File: config.mk
export PLATFORM = sky130hd
export DESIGN_NAME = torque_rotate_window_sampler_core
export DESIGN_NICKNAME = d
export VERILOG_FILES = /design/src/rtl/trws_pkg.sv /design/src/rtl/torque_rotate_window_sampler_core.sv
export SDC_FILE = /design/constraint.sdc
export NUM_CORES = 1
export LEC_CHECK = 0
export BUFFER_PORTS_ARGS = -buffer_cell sky130_fd_sc_hd__buf_2
export CORE_AREA = 3 3 334 171
export CTS_CLUSTER_DIAMETER = 50
export DETAILED_ROUTE_END_ITERATION = 7
export DIE_AREA = 0 0 337 174
export PLACE_DENSITY_LB_ADDON = 0.3
export RECOVER_POWER = 50
export SLEW_MARGIN = 20
export SYNTH_ARGS = -nofsm -noshare
export SYNTH_HDL_FRONTEND = slang
export SYNTH_SLANG_ARGS = --single-unit
File: constraint.sdc
create_clock -name clk -period 8.8 [get_ports clk]
set_input_delay 0.44 -clock clk [delete_from_list [all_inputs] [get_ports clk]]
set_output_delay 0.44 -clock clk [all_outputs]
set_load 0.005 [all_outputs]
File: src/rtl/trws_pkg.sv
// trws_pkg: shared constants for the torque / rotation window sampler.
// No dependencies; used by torque_rotate_window_sampler_core and trws_checker.
package trws_pkg;

    // default geometry
    localparam int SLOTS_DEF        = 10;
    localparam int WINDOW_TICKS_DEF = 62500;

    // field widths
    localparam int OP_W     = 2;
    localparam int CNT8_W   = 8;
    localparam int TIMER_W  = 16;
    localparam int WORD_W   = 16;
    localparam int SLOT_W   = 4;
    localparam int PERIOD_W = 32;
    localparam int STAMP_W  = 32;
    localparam int GAIN_W   = 16;
    localparam int IVAL_W   = 8;
    localparam int TICK_W   = 16;

    // stream and config port widths
    localparam int S_TDATA_W  = 32;
    localparam int S_TUSER_W  = 2;
    localparam int M_TDATA_W  = 56;
    localparam int CFG_ADDR_W = 2;
    localparam int CFG_DATA_W = 16;

    // item kinds
    localparam logic [OP_W-1:0] OP_START = 2'd0;
    localparam logic [OP_W-1:0] OP_TICK  = 2'd1;
    localparam logic [OP_W-1:0] OP_PULSE = 2'd2;

    // register indexes
    localparam logic [CFG_ADDR_W-1:0] REG_SHOW = 2'd0;
    localparam logic [CFG_ADDR_W-1:0] REG_QUIT = 2'd1;
    localparam logic [CFG_ADDR_W-1:0] REG_GAIN = 2'd2;

    // register reset values
    localparam logic [IVAL_W-1:0] SHOW_RST = 8'd1;
    localparam logic [IVAL_W-1:0] QUIT_RST = 8'd30;
    localparam logic [GAIN_W-1:0] GAIN_RST = 16'd4096;

    // gain is Q4.12
    localparam int GAIN_FRAC = 12;
    localparam int PROD_W    = STAMP_W + GAIN_W;        // 48
    localparam int DIVD_W    = PROD_W - GAIN_FRAC;      // 36

    // serial unit step counts
    localparam int MUL_STEPS = GAIN_W;                  // one gain bit per cycle
    localparam int DIV_STEPS = DIVD_W;                  // one quotient bit per cycle
    localparam int STEP_W    = $clog2(DIV_STEPS + 1);

endpackage

File: src/rtl/torque_rotate_window_sampler_core.sv
// torque_rotate_window_sampler_core: top level of the torque / rotation sampler.
// Depends on trws_pkg (constants, widths, item kinds, register indexes).
//
// Usage and timing: every input item gives exactly one result item. Start, rotation
// pulse, ignored items and ticks that do not close a slot window go straight to the
// pending result registers on accept; the output register takes the result once it
// is free, and only then can the next item be taken. A tick that closes a window of
// SLOTS ticks runs a bit-serial pass (one gain bit of the period product per cycle,
// with the window-number remainders against show_interval and quit_interval worked
// out one bit per cycle in the same pass); when that tick also shows and at least two
// pulses were seen, a restoring divider follows (one quotient bit per cycle). One item
// is in work at a time; s_tready is high only when the block is free, and a finished
// result may wait in the output register while the next item is taken in. Registers
// are to be written only while the block is idle; this binds the user, and the
// block itself does nothing to enforce it. Ping-pong torque storage is left to
// the consumer: each tick result carries the word, its slot and the buffer in use.
module torque_rotate_window_sampler_core #(
    parameter int SLOTS        = trws_pkg::SLOTS_DEF,
    parameter int WINDOW_TICKS = trws_pkg::WINDOW_TICKS_DEF
) (
    input  logic                             clk,
    input  logic                             rst_n,
    // config write port
    input  logic                             cfg_wen,
    input  logic [trws_pkg::CFG_ADDR_W-1:0]  cfg_addr,
    input  logic [trws_pkg::CFG_DATA_W-1:0]  cfg_wdata,
    // input items
    input  logic                             s_tvalid,
    output logic                             s_tready,
    // [7:0] small_count, [15:8] overflow_count, [31:16] timer_value
    input  logic [trws_pkg::S_TDATA_W-1:0]   s_tdata,
    // [1:0] op
    input  logic [trws_pkg::S_TUSER_W-1:0]   s_tuser,
    // result items
    output logic                             m_tvalid,
    input  logic                             m_tready,
    // [15:0] torque_word, [19:16] slot_index, [20] buffer_select, [21] save_event,
    // [22] show_event, [23] quit_event, [55:24] rotate_period, all from the lowest bit
    output logic [trws_pkg::M_TDATA_W-1:0]   m_tdata
);

    localparam int SLOT_CW = (SLOTS > 1) ? $clog2(SLOTS) : 1;
    localparam int WIN_W   = trws_pkg::TICK_W;
    localparam int STAMP_W = trws_pkg::STAMP_W;
    localparam int GAIN_W  = trws_pkg::GAIN_W;
    localparam int IVAL_W  = trws_pkg::IVAL_W;
    localparam int WORD_W  = trws_pkg::WORD_W;
    localparam int PER_W   = trws_pkg::PERIOD_W;
    localparam int DIVD_W  = trws_pkg::DIVD_W;
    localparam int STEP_W  = trws_pkg::STEP_W;
    localparam int CNT8_W  = trws_pkg::CNT8_W;

    localparam logic [SLOT_CW-1:0] SLOT_LAST = SLOT_CW'(SLOTS - 1);
    localparam logic [STAMP_W-1:0] WIN_INC   = STAMP_W'(WINDOW_TICKS);
    localparam logic [STEP_W-1:0]  MUL_LAST  = STEP_W'(trws_pkg::MUL_STEPS - 1);
    localparam logic [STEP_W-1:0]  DIV_LAST  = STEP_W'(trws_pkg::DIV_STEPS - 1);

    // sequencer states
    localparam logic [1:0] ST_IDLE = 2'd0;
    localparam logic [1:0] ST_MUL  = 2'd1;   // product + interval remainders
    localparam logic [1:0] ST_DIV  = 2'd2;   // period division
    localparam logic [1:0] ST_DONE = 2'd3;   // hand result to output register

    // ---------------- config registers ----------------
    logic [IVAL_W-1:0] show_ival_reg;
    logic [IVAL_W-1:0] quit_ival_reg;
    logic [GAIN_W-1:0] gain_reg;

    always_ff @(posedge clk or negedge rst_n)
    begin
        if (!rst_n)
        begin
            show_ival_reg <= trws_pkg::SHOW_RST;
            quit_ival_reg <= trws_pkg::QUIT_RST;
            gain_reg      <= trws_pkg::GAIN_RST;
        end
        else if (cfg_wen)
        begin
            case (cfg_addr)
                trws_pkg::REG_SHOW: show_ival_reg <= cfg_wdata[IVAL_W-1:0];
                trws_pkg::REG_QUIT: quit_ival_reg <= cfg_wdata[IVAL_W-1:0];
                trws_pkg::REG_GAIN: gain_reg      <= cfg_wdata[GAIN_W-1:0];
                default: ;
            endcase
        end
    end

    // ---------------- input unpack ----------------
    logic [trws_pkg::OP_W-1:0]    in_op;
    logic [CNT8_W-1:0]            in_small;
    logic [CNT8_W-1:0]            in_ovf;
    logic [trws_pkg::TIMER_W-1:0] in_timer;

    assign in_op    = s_tuser[trws_pkg::OP_W-1:0];
    assign in_small = s_tdata[7:0];
    assign in_ovf   = s_tdata[15:8];
    assign in_timer = s_tdata[31:16];

    // ---------------- state ----------------
    logic [1:0]               state_reg,   state_next;
    logic [trws_pkg::TICK_W-1:0] tick_reg, tick_next;
    logic [SLOT_CW-1:0]       slot_reg,    slot_next;     // tick mod SLOTS
    logic [WIN_W-1:0]         win_reg,     win_next;      // tick / SLOTS
    logic [STAMP_W-1:0]       base_reg,    base_next;     // WINDOW_TICKS * window
    logic                     active_reg,  active_next;
    logic [CNT8_W-1:0]        pcnt_reg,    pcnt_next;
    logic [STAMP_W-1:0]       first_reg,   first_next;
    logic [STAMP_W-1:0]       last_reg,    last_next;
    logic [PER_W-1:0]         period_reg,  period_next;
    logic                     stopped_reg, stopped_next;

    // serial datapath
    logic [STEP_W-1:0]        step_reg,    step_next;
    logic [STAMP_W-1:0]       span_reg,    span_next;
    logic [STAMP_W-1:0]       mhi_reg,     mhi_next;
    logic [GAIN_W-1:0]        mlo_reg,     mlo_next;
    logic [WIN_W-1:0]         wsh_reg,     wsh_next;      // window number, MSB out first
    logic [IVAL_W-1:0]        srem_reg,    srem_next;
    logic [IVAL_W-1:0]        qrem_reg,    qrem_next;
    logic [DIVD_W-1:0]        dq_reg,      dq_next;       // dividend in, quotient out
    logic [CNT8_W-1:0]        drem_reg,    drem_next;
    logic [CNT8_W-1:0]        den_reg,     den_next;

    // pending result
    logic [WORD_W-1:0]        rword_reg,   rword_next;
    logic [SLOT_CW-1:0]       rslot_reg,   rslot_next;
    logic                     rsave_reg,   rsave_next;
    logic                     rshow_reg,   rshow_next;
    logic                     rquit_reg,   rquit_next;

    // output register
    logic                     ovalid_reg,  ovalid_next;
    logic [WORD_W-1:0]        oword_reg,   oword_next;
    logic [trws_pkg::SLOT_W-1:0] oslot_reg, oslot_next;
    logic                     obuf_reg,    obuf_next;
    logic                     osave_reg,   osave_next;
    logic                     oshow_reg,   oshow_next;
    logic                     oquit_reg,   oquit_next;
    logic [PER_W-1:0]         oper_reg,    oper_next;

    // ---------------- step arithmetic ----------------
    logic                     accept;
    logic [WORD_W-1:0]        torque_word;
    logic [STAMP_W-1:0]       stamp;
    logic [STAMP_W:0]         mul_sum;
    logic [IVAL_W:0]          s_trial, q_trial;
    logic                     s_ge, q_ge;
    logic [CNT8_W+1:0]        d_diff;
    logic                     show_hit, quit_hit;
    logic                     out_free;

    assign accept   = s_tvalid && s_tready;
    assign s_tready = (state_reg == ST_IDLE);
    assign out_free = !ovalid_reg || m_tready;

    // small + 255*ovf = small + (ovf << 8) - ovf, kept to 16 bits
    assign torque_word = WORD_W'(in_small) + {in_ovf, 8'd0} - WORD_W'(in_ovf);
    assign stamp       = STAMP_W'(in_timer) + base_reg;

    // shift-add multiply: add span when the low gain bit is set, then shift right
    assign mul_sum = {1'b0, mhi_reg} + (mlo_reg[0] ? {1'b0, span_reg} : '0);

    // restoring remainders of the window number, one bit per cycle
    assign s_trial = {srem_reg, wsh_reg[WIN_W-1]};
    assign q_trial = {qrem_reg, wsh_reg[WIN_W-1]};
    assign s_ge    = (s_trial >= {1'b0, show_ival_reg});
    assign q_ge    = (q_trial >= {1'b0, quit_ival_reg});

    // restoring divider step
    assign d_diff  = {1'b0, drem_reg, dq_reg[DIVD_W-1]} - {2'b00, den_reg};

    // remainders are final after the last multiply step
    assign show_hit = (show_ival_reg != '0) &&
                      ((s_ge ? IVAL_W'(s_trial - {1'b0, show_ival_reg})
                             : s_trial[IVAL_W-1:0]) == '0);
    assign quit_hit = (quit_ival_reg != '0) &&
                      ((q_ge ? IVAL_W'(q_trial - {1'b0, quit_ival_reg})
                             : q_trial[IVAL_W-1:0]) == '0);

    always_comb
    begin
        state_next   = state_reg;
        tick_next    = tick_reg;
        slot_next    = slot_reg;
        win_next     = win_reg;
        base_next    = base_reg;
        active_next  = active_reg;
        pcnt_next    = pcnt_reg;
        first_next   = first_reg;
        last_next    = last_reg;
        period_next  = period_reg;
        stopped_next = stopped_reg;
        step_next    = step_reg;
        span_next    = span_reg;
        mhi_next     = mhi_reg;
        mlo_next     = mlo_reg;
        wsh_next     = wsh_reg;
        srem_next    = srem_reg;
        qrem_next    = qrem_reg;
        dq_next      = dq_reg;
        drem_next    = drem_reg;
        den_next     = den_reg;
        rword_next   = rword_reg;
        rslot_next   = rslot_reg;
        rsave_next   = rsave_reg;
        rshow_next   = rshow_reg;
        rquit_next   = rquit_reg;
        ovalid_next  = ovalid_reg && !m_tready;
        oword_next   = oword_reg;
        oslot_next   = oslot_reg;
        obuf_next    = obuf_reg;
        osave_next   = osave_reg;
        oshow_next   = oshow_reg;
        oquit_next   = oquit_reg;
        oper_next    = oper_reg;

        case (state_reg)
            ST_IDLE:
            begin
                if (accept)
                begin
                    rword_next = '0;
                    rslot_next = '0;
                    rsave_next = 1'b0;
                    rshow_next = 1'b0;
                    rquit_next = 1'b0;
                    state_next = ST_DONE;
                    if (in_op == trws_pkg::OP_START)
                    begin
                        tick_next    = '0;
                        slot_next    = '0;
                        win_next     = '0;
                        base_next    = '0;
                        pcnt_next    = '0;
                        first_next   = '0;
                        last_next    = '0;
                        stopped_next = 1'b0;
                    end
                    else if (in_op == trws_pkg::OP_TICK && !stopped_reg)
                    begin
                        rword_next = torque_word;
                        rslot_next = slot_reg;
                        tick_next  = tick_reg + 1'b1;
                        if (tick_reg == '1)
                        begin
                            // counter wraps to zero: new window zero, also a boundary
                            slot_next = '0;
                            win_next  = '0;
                            base_next = '0;
                        end
                        else if (slot_reg == SLOT_LAST)
                        begin
                            slot_next = '0;
                            win_next  = win_reg + 1'b1;
                            base_next = base_reg + WIN_INC;
                        end
                        else
                        begin
                            slot_next = slot_reg + 1'b1;
                        end
                        if (tick_reg == '1 || slot_reg == SLOT_LAST)
                        begin
                            active_next = !active_reg;
                            rsave_next  = 1'b1;
                            wsh_next    = (tick_reg == '1) ? '0 : win_reg + 1'b1;
                            srem_next   = '0;
                            qrem_next   = '0;
                            span_next   = last_reg - first_reg;
                            mhi_next    = '0;
                            mlo_next    = gain_reg;
                            step_next   = '0;
                            state_next  = ST_MUL;
                        end
                    end
                    else if (in_op == trws_pkg::OP_PULSE && !stopped_reg)
                    begin
                        pcnt_next = pcnt_reg + 1'b1;
                        if (pcnt_reg + 1'b1 == CNT8_W'(1))
                            first_next = stamp;
                        else
                            last_next = stamp;
                    end
                end
            end

            ST_MUL:
            begin
                mhi_next  = mul_sum[STAMP_W:1];
                mlo_next  = {mul_sum[0], mlo_reg[GAIN_W-1:1]};
                wsh_next  = {wsh_reg[WIN_W-2:0], 1'b0};
                srem_next = s_ge ? IVAL_W'(s_trial - {1'b0, show_ival_reg})
                                 : s_trial[IVAL_W-1:0];
                qrem_next = q_ge ? IVAL_W'(q_trial - {1'b0, quit_ival_reg})
                                 : q_trial[IVAL_W-1:0];
                step_next = step_reg + 1'b1;
                if (step_reg == MUL_LAST)
                begin
                    rshow_next = show_hit;
                    rquit_next = quit_hit;
                    if (quit_hit)
                        stopped_next = 1'b1;
                    state_next = ST_DONE;
                    if (show_hit)
                    begin
                        if (pcnt_reg < CNT8_W'(2))
                        begin
                            period_next = '0;
                        end
                        else
                        begin
                            // product of this last step, Q4.12 fraction dropped
                            dq_next    = DIVD_W'({mul_sum[STAMP_W:1], mul_sum[0],
                                          mlo_reg[GAIN_W-1:1]} >> trws_pkg::GAIN_FRAC);
                            drem_next  = '0;
                            den_next   = pcnt_reg - 1'b1;
                            step_next  = '0;
                            state_next = ST_DIV;
                        end
                    end
                end
            end

            ST_DIV:
            begin
                if (!d_diff[CNT8_W+1])
                begin
                    drem_next = d_diff[CNT8_W-1:0];
                    dq_next   = {dq_reg[DIVD_W-2:0], 1'b1};
                end
                else
                begin
                    drem_next = {drem_reg[CNT8_W-2:0], dq_reg[DIVD_W-1]};
                    dq_next   = {dq_reg[DIVD_W-2:0], 1'b0};
                end
                step_next = step_reg + 1'b1;
                if (step_reg == DIV_LAST)
                begin
                    // saturate quotient to 32 bits
                    if (dq_next[DIVD_W-1:PER_W] != '0)
                        period_next = '1;
                    else
                        period_next = dq_next[PER_W-1:0];
                    state_next = ST_DONE;
                end
            end

            ST_DONE:
            begin
                if (out_free)
                begin
                    ovalid_next = 1'b1;
                    oword_next  = rword_reg;
                    oslot_next  = trws_pkg::SLOT_W'(rslot_reg);
                    obuf_next   = active_reg;
                    osave_next  = rsave_reg;
                    oshow_next  = rshow_reg;
                    oquit_next  = rquit_reg;
                    oper_next   = period_reg;
                    state_next  = ST_IDLE;
                end
            end

            default:
            begin
                state_next = ST_IDLE;
            end
        endcase
    end

    // control state
    always_ff @(posedge clk or negedge rst_n)
    begin
        if (!rst_n)
        begin
            state_reg   <= ST_IDLE;
            tick_reg    <= '0;
            slot_reg    <= '0;
            win_reg     <= '0;
            base_reg    <= '0;
            active_reg  <= 1'b0;
            pcnt_reg    <= '0;
            first_reg   <= '0;
            last_reg    <= '0;
            period_reg  <= '0;
            stopped_reg <= 1'b1;
            step_reg    <= '0;
            ovalid_reg  <= 1'b0;
        end
        else
        begin
            state_reg   <= state_next;
            tick_reg    <= tick_next;
            slot_reg    <= slot_next;
            win_reg     <= win_next;
            base_reg    <= base_next;
            active_reg  <= active_next;
            pcnt_reg    <= pcnt_next;
            first_reg   <= first_next;
            last_reg    <= last_next;
            period_reg  <= period_next;
            stopped_reg <= stopped_next;
            step_reg    <= step_next;
            ovalid_reg  <= ovalid_next;
        end
    end

    // datapath, no reset needed
    always_ff @(posedge clk)
    begin
        span_reg  <= span_next;
        mhi_reg   <= mhi_next;
        mlo_reg   <= mlo_next;
        wsh_reg   <= wsh_next;
        srem_reg  <= srem_next;
        qrem_reg  <= qrem_next;
        dq_reg    <= dq_next;
        drem_reg  <= drem_next;
        den_reg   <= den_next;
        rword_reg <= rword_next;
        rslot_reg <= rslot_next;
        rsave_reg <= rsave_next;
        rshow_reg <= rshow_next;
        rquit_reg <= rquit_next;
        oword_reg <= oword_next;
        oslot_reg <= oslot_next;
        obuf_reg  <= obuf_next;
        osave_reg <= osave_next;
        oshow_reg <= oshow_next;
        oquit_reg <= oquit_next;
        oper_reg  <= oper_next;
    end

    assign m_tvalid = ovalid_reg;
    assign m_tdata  = {oper_reg, oquit_reg, oshow_reg, osave_reg, obuf_reg,
                       oslot_reg, oword_reg};

endmodule

### Yosys cells after proc, flatten, opt, wreduce, memory -nomap -nowiden

Cells that the tools add are included.

* memories kept: 0
* latch bits: 0
* output and inout bits: 58
* bits in writable memories: 0
* logic and storage cells: 229
* memory bits (read-only): 0
* bits in registers: 458

* shift operators: 0
* equality and inequality tests: 26
* multiplexer cells: 98
* add/subtract/negate cells: 15
* reductions and logical operators: 47
* $mul: 0
* bitwise operators: 3
* magnitude comparators: 3
* divide/modulo/power cells: 0

Operators with widths (count)
* two-way mux 32 bit: 22
* two-way mux 16 bit: 15
* two-way mux 36 bit: 4
* one-hot mux 32 bit (2 select lines): 2
* two-way mux 8 bit: 13
* one-hot mux 36 bit (2 select lines): 1
* one-hot mux 16 bit (2 select lines): 2
* one-hot mux 8 bit (2 select lines): 3
* two-way mux 6 bit: 7
* AND reduction 5 bit: 7
* adder 32 x 32 -> 33 bit: 1
* adder 16 x 1 -> 16 bit (second input constant): 2
* adder 16 x 32 -> 32 bit: 1
* adder 32 x 16 -> 32 bit (second input constant): 1
* subtractor 32 bit: 1
* != test 2 bit (second input constant): 10
* AND reduction 4 bit: 5
* >= comparator 9 x 8 -> 1 bit: 2
* one-hot mux 6 bit (3 select lines): 1
* adder 8 x 16 -> 16 bit: 1
* equality test 16 bit (second input constant): 1
* zero test 8 bit: 2
* two-way mux 4 bit: 4
* nonzero test 8 bit: 2
* other kinds (30): 82

### Longest topological paths before layout

* depth after elaboration: 7
* gate-level depth with buffers: 14
* gate-level depth less buffers: 14

### Worst setup path before layout

No wires, ideal clock.

* kind: flip-flop to flip-flop
* from: reg tick_reg[3] in the netlist's numbering
* to: reg mhi_reg[0], enable pin
* cell stages (with the launch flop): 6
* arrival time: 7245 ps
* path slack: 919 ps
* clock period less this slack: 7881 ps
* data required time: 8164 ps
* path through: dfrtp_1 and4_4 nand4_4 nor4_4 nor2_1 o31ai_1

* word-level cells in the longest chain between the ends: 4

RTL lines
* start: declaration: line torque_rotate_window_sampler_core.sv:101 `logic [trws_pkg::TICK_W-1:0] tick_reg, tick_next;`
* start signal: assignment: line torque_rotate_window_sampler_core.sv:392 `tick_reg <= tick_next;`
* equality test 16 bit: line torque_rotate_window_sampler_core.sv:261 `if (tick_reg == '1 || slot_reg == SLOT_LAST)`
* logical OR 1 bit: line torque_rotate_window_sampler_core.sv:261
* != test 2 x 1 -> 1 bit (no line)
* AND reduction 5 bit (no line)
* end signal: assignment: line torque_rotate_window_sampler_core.sv:411 `mhi_reg <= mhi_next;`
* end: declaration: line torque_rotate_window_sampler_core.sv:115 `logic [STAMP_W-1:0] mhi_reg, mhi_next;`

No other way between the ends.
A chain may end at the register's enable or synchronous reset.

==> impl_metrics.json <==
{
  "vias": 16562,
  "yosysWarnings": 0,
  "ys.flop_type": "edfxtp_1",
  "routed_wl_mm": 52.2,
  "cts_tree": "done",
  "synth.ff_latch_count": 456,
  "drc_errors": 0,
  "vias_per_cell": 5.30,
  "startpoint": "rst_n",
  "synth_top_area_cell": "edfxtp_1",
  "hp-class": "primary input to flop",
  "seq_area_frac_synth_pct": 53.0,
  "final_cell_mix": "edfxtp_1 (243), nand2_1 (241), o21ai_0 (207)",
  "cts_buffers": 45,
  "timing.final.crit_share_pct": 61.2,
  "slowest_delay_ns": 2.98,
  "rsz0062_at_grt": "false",
  "die_width_um": 337,
  "grt_pass1_wl_mm": 85.8,
  "finalSetupViolations": 0,
  "worst_ep_arrival_time_ns": 5.96,
  "multi_input_area_um2": 10300,
  "drt-initial-drc-count": 1124,
  "routedWlPerCell_um": 16.7,
  "required_ns": 9.38,
  "synth_area_um2": 23800,
  "cp-endpoint": "tick_reg[15]",
  "crit_path_max_fanout": 76,
  "portBuffers": 114,
  "io_pins": 115,
  "crit_chain": "dlygate4sd3_1 -> clkbuf_1 -> buf_4 -> buf_4",
  "track_usage_pct": 17.9,
  "largest_reg_flops": 36,
  "ant_nets": 0,
  "synth-async-reset-ratio_pct": 46.7,
  "crit_path_start_kind": "primary input",
  "hold_depth": 2,
  "p_leak_nw": 11.0,
  "finClkSkew_ns": 0.0226,
  "r2r_setup_slack_ns": 4.15,
  "max_freq_mhz": 186,
  "min_from": "cfg_wdata[13]",
  "nFillCells": 4933,
  "hpwl_mm": 37.2,
  "top_layer": "met4",
  "antenna_found_initial": 0,
  "peakVddDrop_uv": 142,
  "worstSkewPairLatency_ns": 0.57,
  "yosys.area.top_type_share_pct": 30.6,
  "gp_congestion": 0.864,
  "synth_area_per_cell_um2": 10.5,
  "syn_inst": 2276,
  "crit_path_frequent_cell": "buf_4",
  "syn_to_final_growth_pct": 11.7,
  "clkSlewWorstSetupHoldPaths_ns": 0.06,
  "route.met2.wl_mm": 21.2,
  "dieArea_um2": 58600,
  "clockBufferDepth": 3,
  "r2r-end": "state_reg[0]",
  "overflow": 0,
  "failed_checks": "max-capacitance violations, max-slew violations",
  "synthesis.nets": 2460,
  "first_pass_iters": 5,
  "worstSetupPathType": "primary input to asynchronous set/reset pin",
  "post_route_cells_drive_above_1_share_pct": 9.79,
  "cts_root_buffer": "clkbuf_16",
  "grt_max_degree": 100,
  "slowest_stage": "clkbuf_1",
  "htree_num_levels": 2,
  "reg2regPathDepth": 8,
  "wl_met3_mm": 2.97,
  "relSlewSlack_pct": -188,
  "final_area_um2": 26600,
  "ff_latch_area_um2": 12600,
  "period_needed_ns": 5.38,
  "cp-end-kind": "asynchronous set/reset pin",
  "reg2reg_from": "state_reg[1]",
  "fin_setup_tns_ns": 0,
  "tightest_slew_ns": 4.32,
  "p_per_area_nw_per_um2": 340,
  "synth_enable_flop_cells": 243,
  "coreArea_um2": 54000,
  "place_area_um2": 25200,
  "yosys.cell_types.count": 73,
  "cts_sinks": 456,
  "met1_length_mm": 27.1,
  "hold_viol_final": 0,
  "start_util_pct": 44.1,
  "max-cap-violations": 5,
  "fp-row-count": 60,
  "final_common_cell": "edfxtp_1",
  "grt_pass1_vias": 16108,
  "nets": 2557,
  "synthTopCellsByArea": "edfxtp_1 (31%), dfrtp_1 (22%), ha_1 (6.4%)",
  "die_h_um": 174,
  "slew_violations": 255,
  "status": "complete, but fails checks"
}
-- critical path: cells and delay by family --
kind / cells / cell delay (ns)
buf+inv: 4 / 5.41
-- layer usage --
layer	up-vias	GRT usage, %
met1	7936	28.0
met3	64	3.13
met2	355	25.7
met5	-	0
met4	0	3.99
li1	8207	-
-- cells in the mapped netlist, drive strengths merged (3+ instances only) --
| cell | instances |
|---|---|
| xnor2 | 86 |
| o22ai | 3 |
| mux2 | 48 |
| nor2b | 20 |
| nand4 | 26 |
| nor2 | 204 |
| or3 | 14 |
| clkbuf | 69 |
| nand3b | 4 |
| a21o | 26 |
| mux2i | 48 |
| o31ai | 30 |
| a21boi | 14 |
| nor3 | 34 |
| o2111ai | 3 |
| o21a | 11 |
| a31oi | 8 |
| nand2b | 18 |
| and2 | 45 |
| a211oi | 11 |
| and3 | 19 |
| or2 | 7 |
| dfrtp | 206 |
| xor2 | 67 |
| and4 | 5 |
| buf | 14 |
| o21ai | 234 |
| dfstp | 7 |
| o41ai | 9 |
| nor4 | 10 |
| nor3b | 8 |
| or4 | 8 |
| a21oi | 91 |
| nand2 | 242 |
| o21bai | 13 |
| ha | 121 |
| a22o | 4 |
| nand3 | 55 |
| edfxtp | 243 |
| fa | 6 |
| o211ai | 8 |
| inv | 154 |
-- timing repair --
| action | in CTS | in global routing |
|---|---|---|
| gates resized for setup | 0 | 0 |
| endpoints found under the hold margin | 69 | 0 |
| hold buffers | 1 | 0 |
| buffers inserted | 0 | 0 |
| endpoints found under the setup margin | 0 | 0 |
-- where the power goes --
part / internal [mW] / leakage [nW] / total [mW] / switching [mW]
Combinational: 1.44 / 5.12 / 3.62 / 2.18
Sequential: 3.14 / 5.14 / 3.41 / 0.270
Clock: 1.17 / 0.765 / 2.02 / 0.852
-- cells by family after synthesis --
| logic type | count (synthesis) | synth area share [%] |
|---|---|---|
| muxes | 96 | 4.28 |
| and+or+nand+nor | 722 | 14.2 |
| adders and majority gates | 127 | 6.86 |
| buffers and inverters | 237 | 3.87 |
| DFF | 456 | 53.0 |
| xor gates and xnor gates | 153 | 5.62 |
| AOI/OAI and AO/OA | 485 | 12.1 |
-- cell type report --
cell class,count,area share (%)
Sequential cell,456,47.5
Multi-Input combinational cell,1583,38.8
Clock buffer,60,4.75
Tap cell,713,3.35
Timing Repair Buffer,133,2.39
Inverter,154,2.17
Clock inverter,24,1.07
Antenna cell,1,0.00940
-- metrics by stage --
| stage | util [%] | hold WS, ns | total power [mW] | cells | setup WS (ns) |
|---|---|---|---|---|---|
| 4_1_cts | 49.5 | 0.0846 | 9.12 | 3123 | 4.57 |
| 6_report | 49.3 | 0.112 | 9.05 | 3124 | 3.42 |
| 2_1_floorplan | - | 0.144 | 6.12 | 2276 | 0.919 |
| 5_1_grt | 49.3 | 0.0943 | 9.73 | 3123 | 2.34 |
| 3_5_place_dp | 46.6 | 0.405 | 7.07 | 3038 | 4.38 |
| 3_3_place_gp | 46.6 | 0.402 | 7.00 | 3038 | 4.51 |
-- how the worst min path moves through the flow --
stage,to
after floorplan,active_reg
after global routing,gain_reg[8]
after CTS,gain_reg[13]
after global placement,oslot_reg[3]
after detailed placement,oword_reg[7]
final,gain_reg[13]
(Power assumes the default switching activity.)
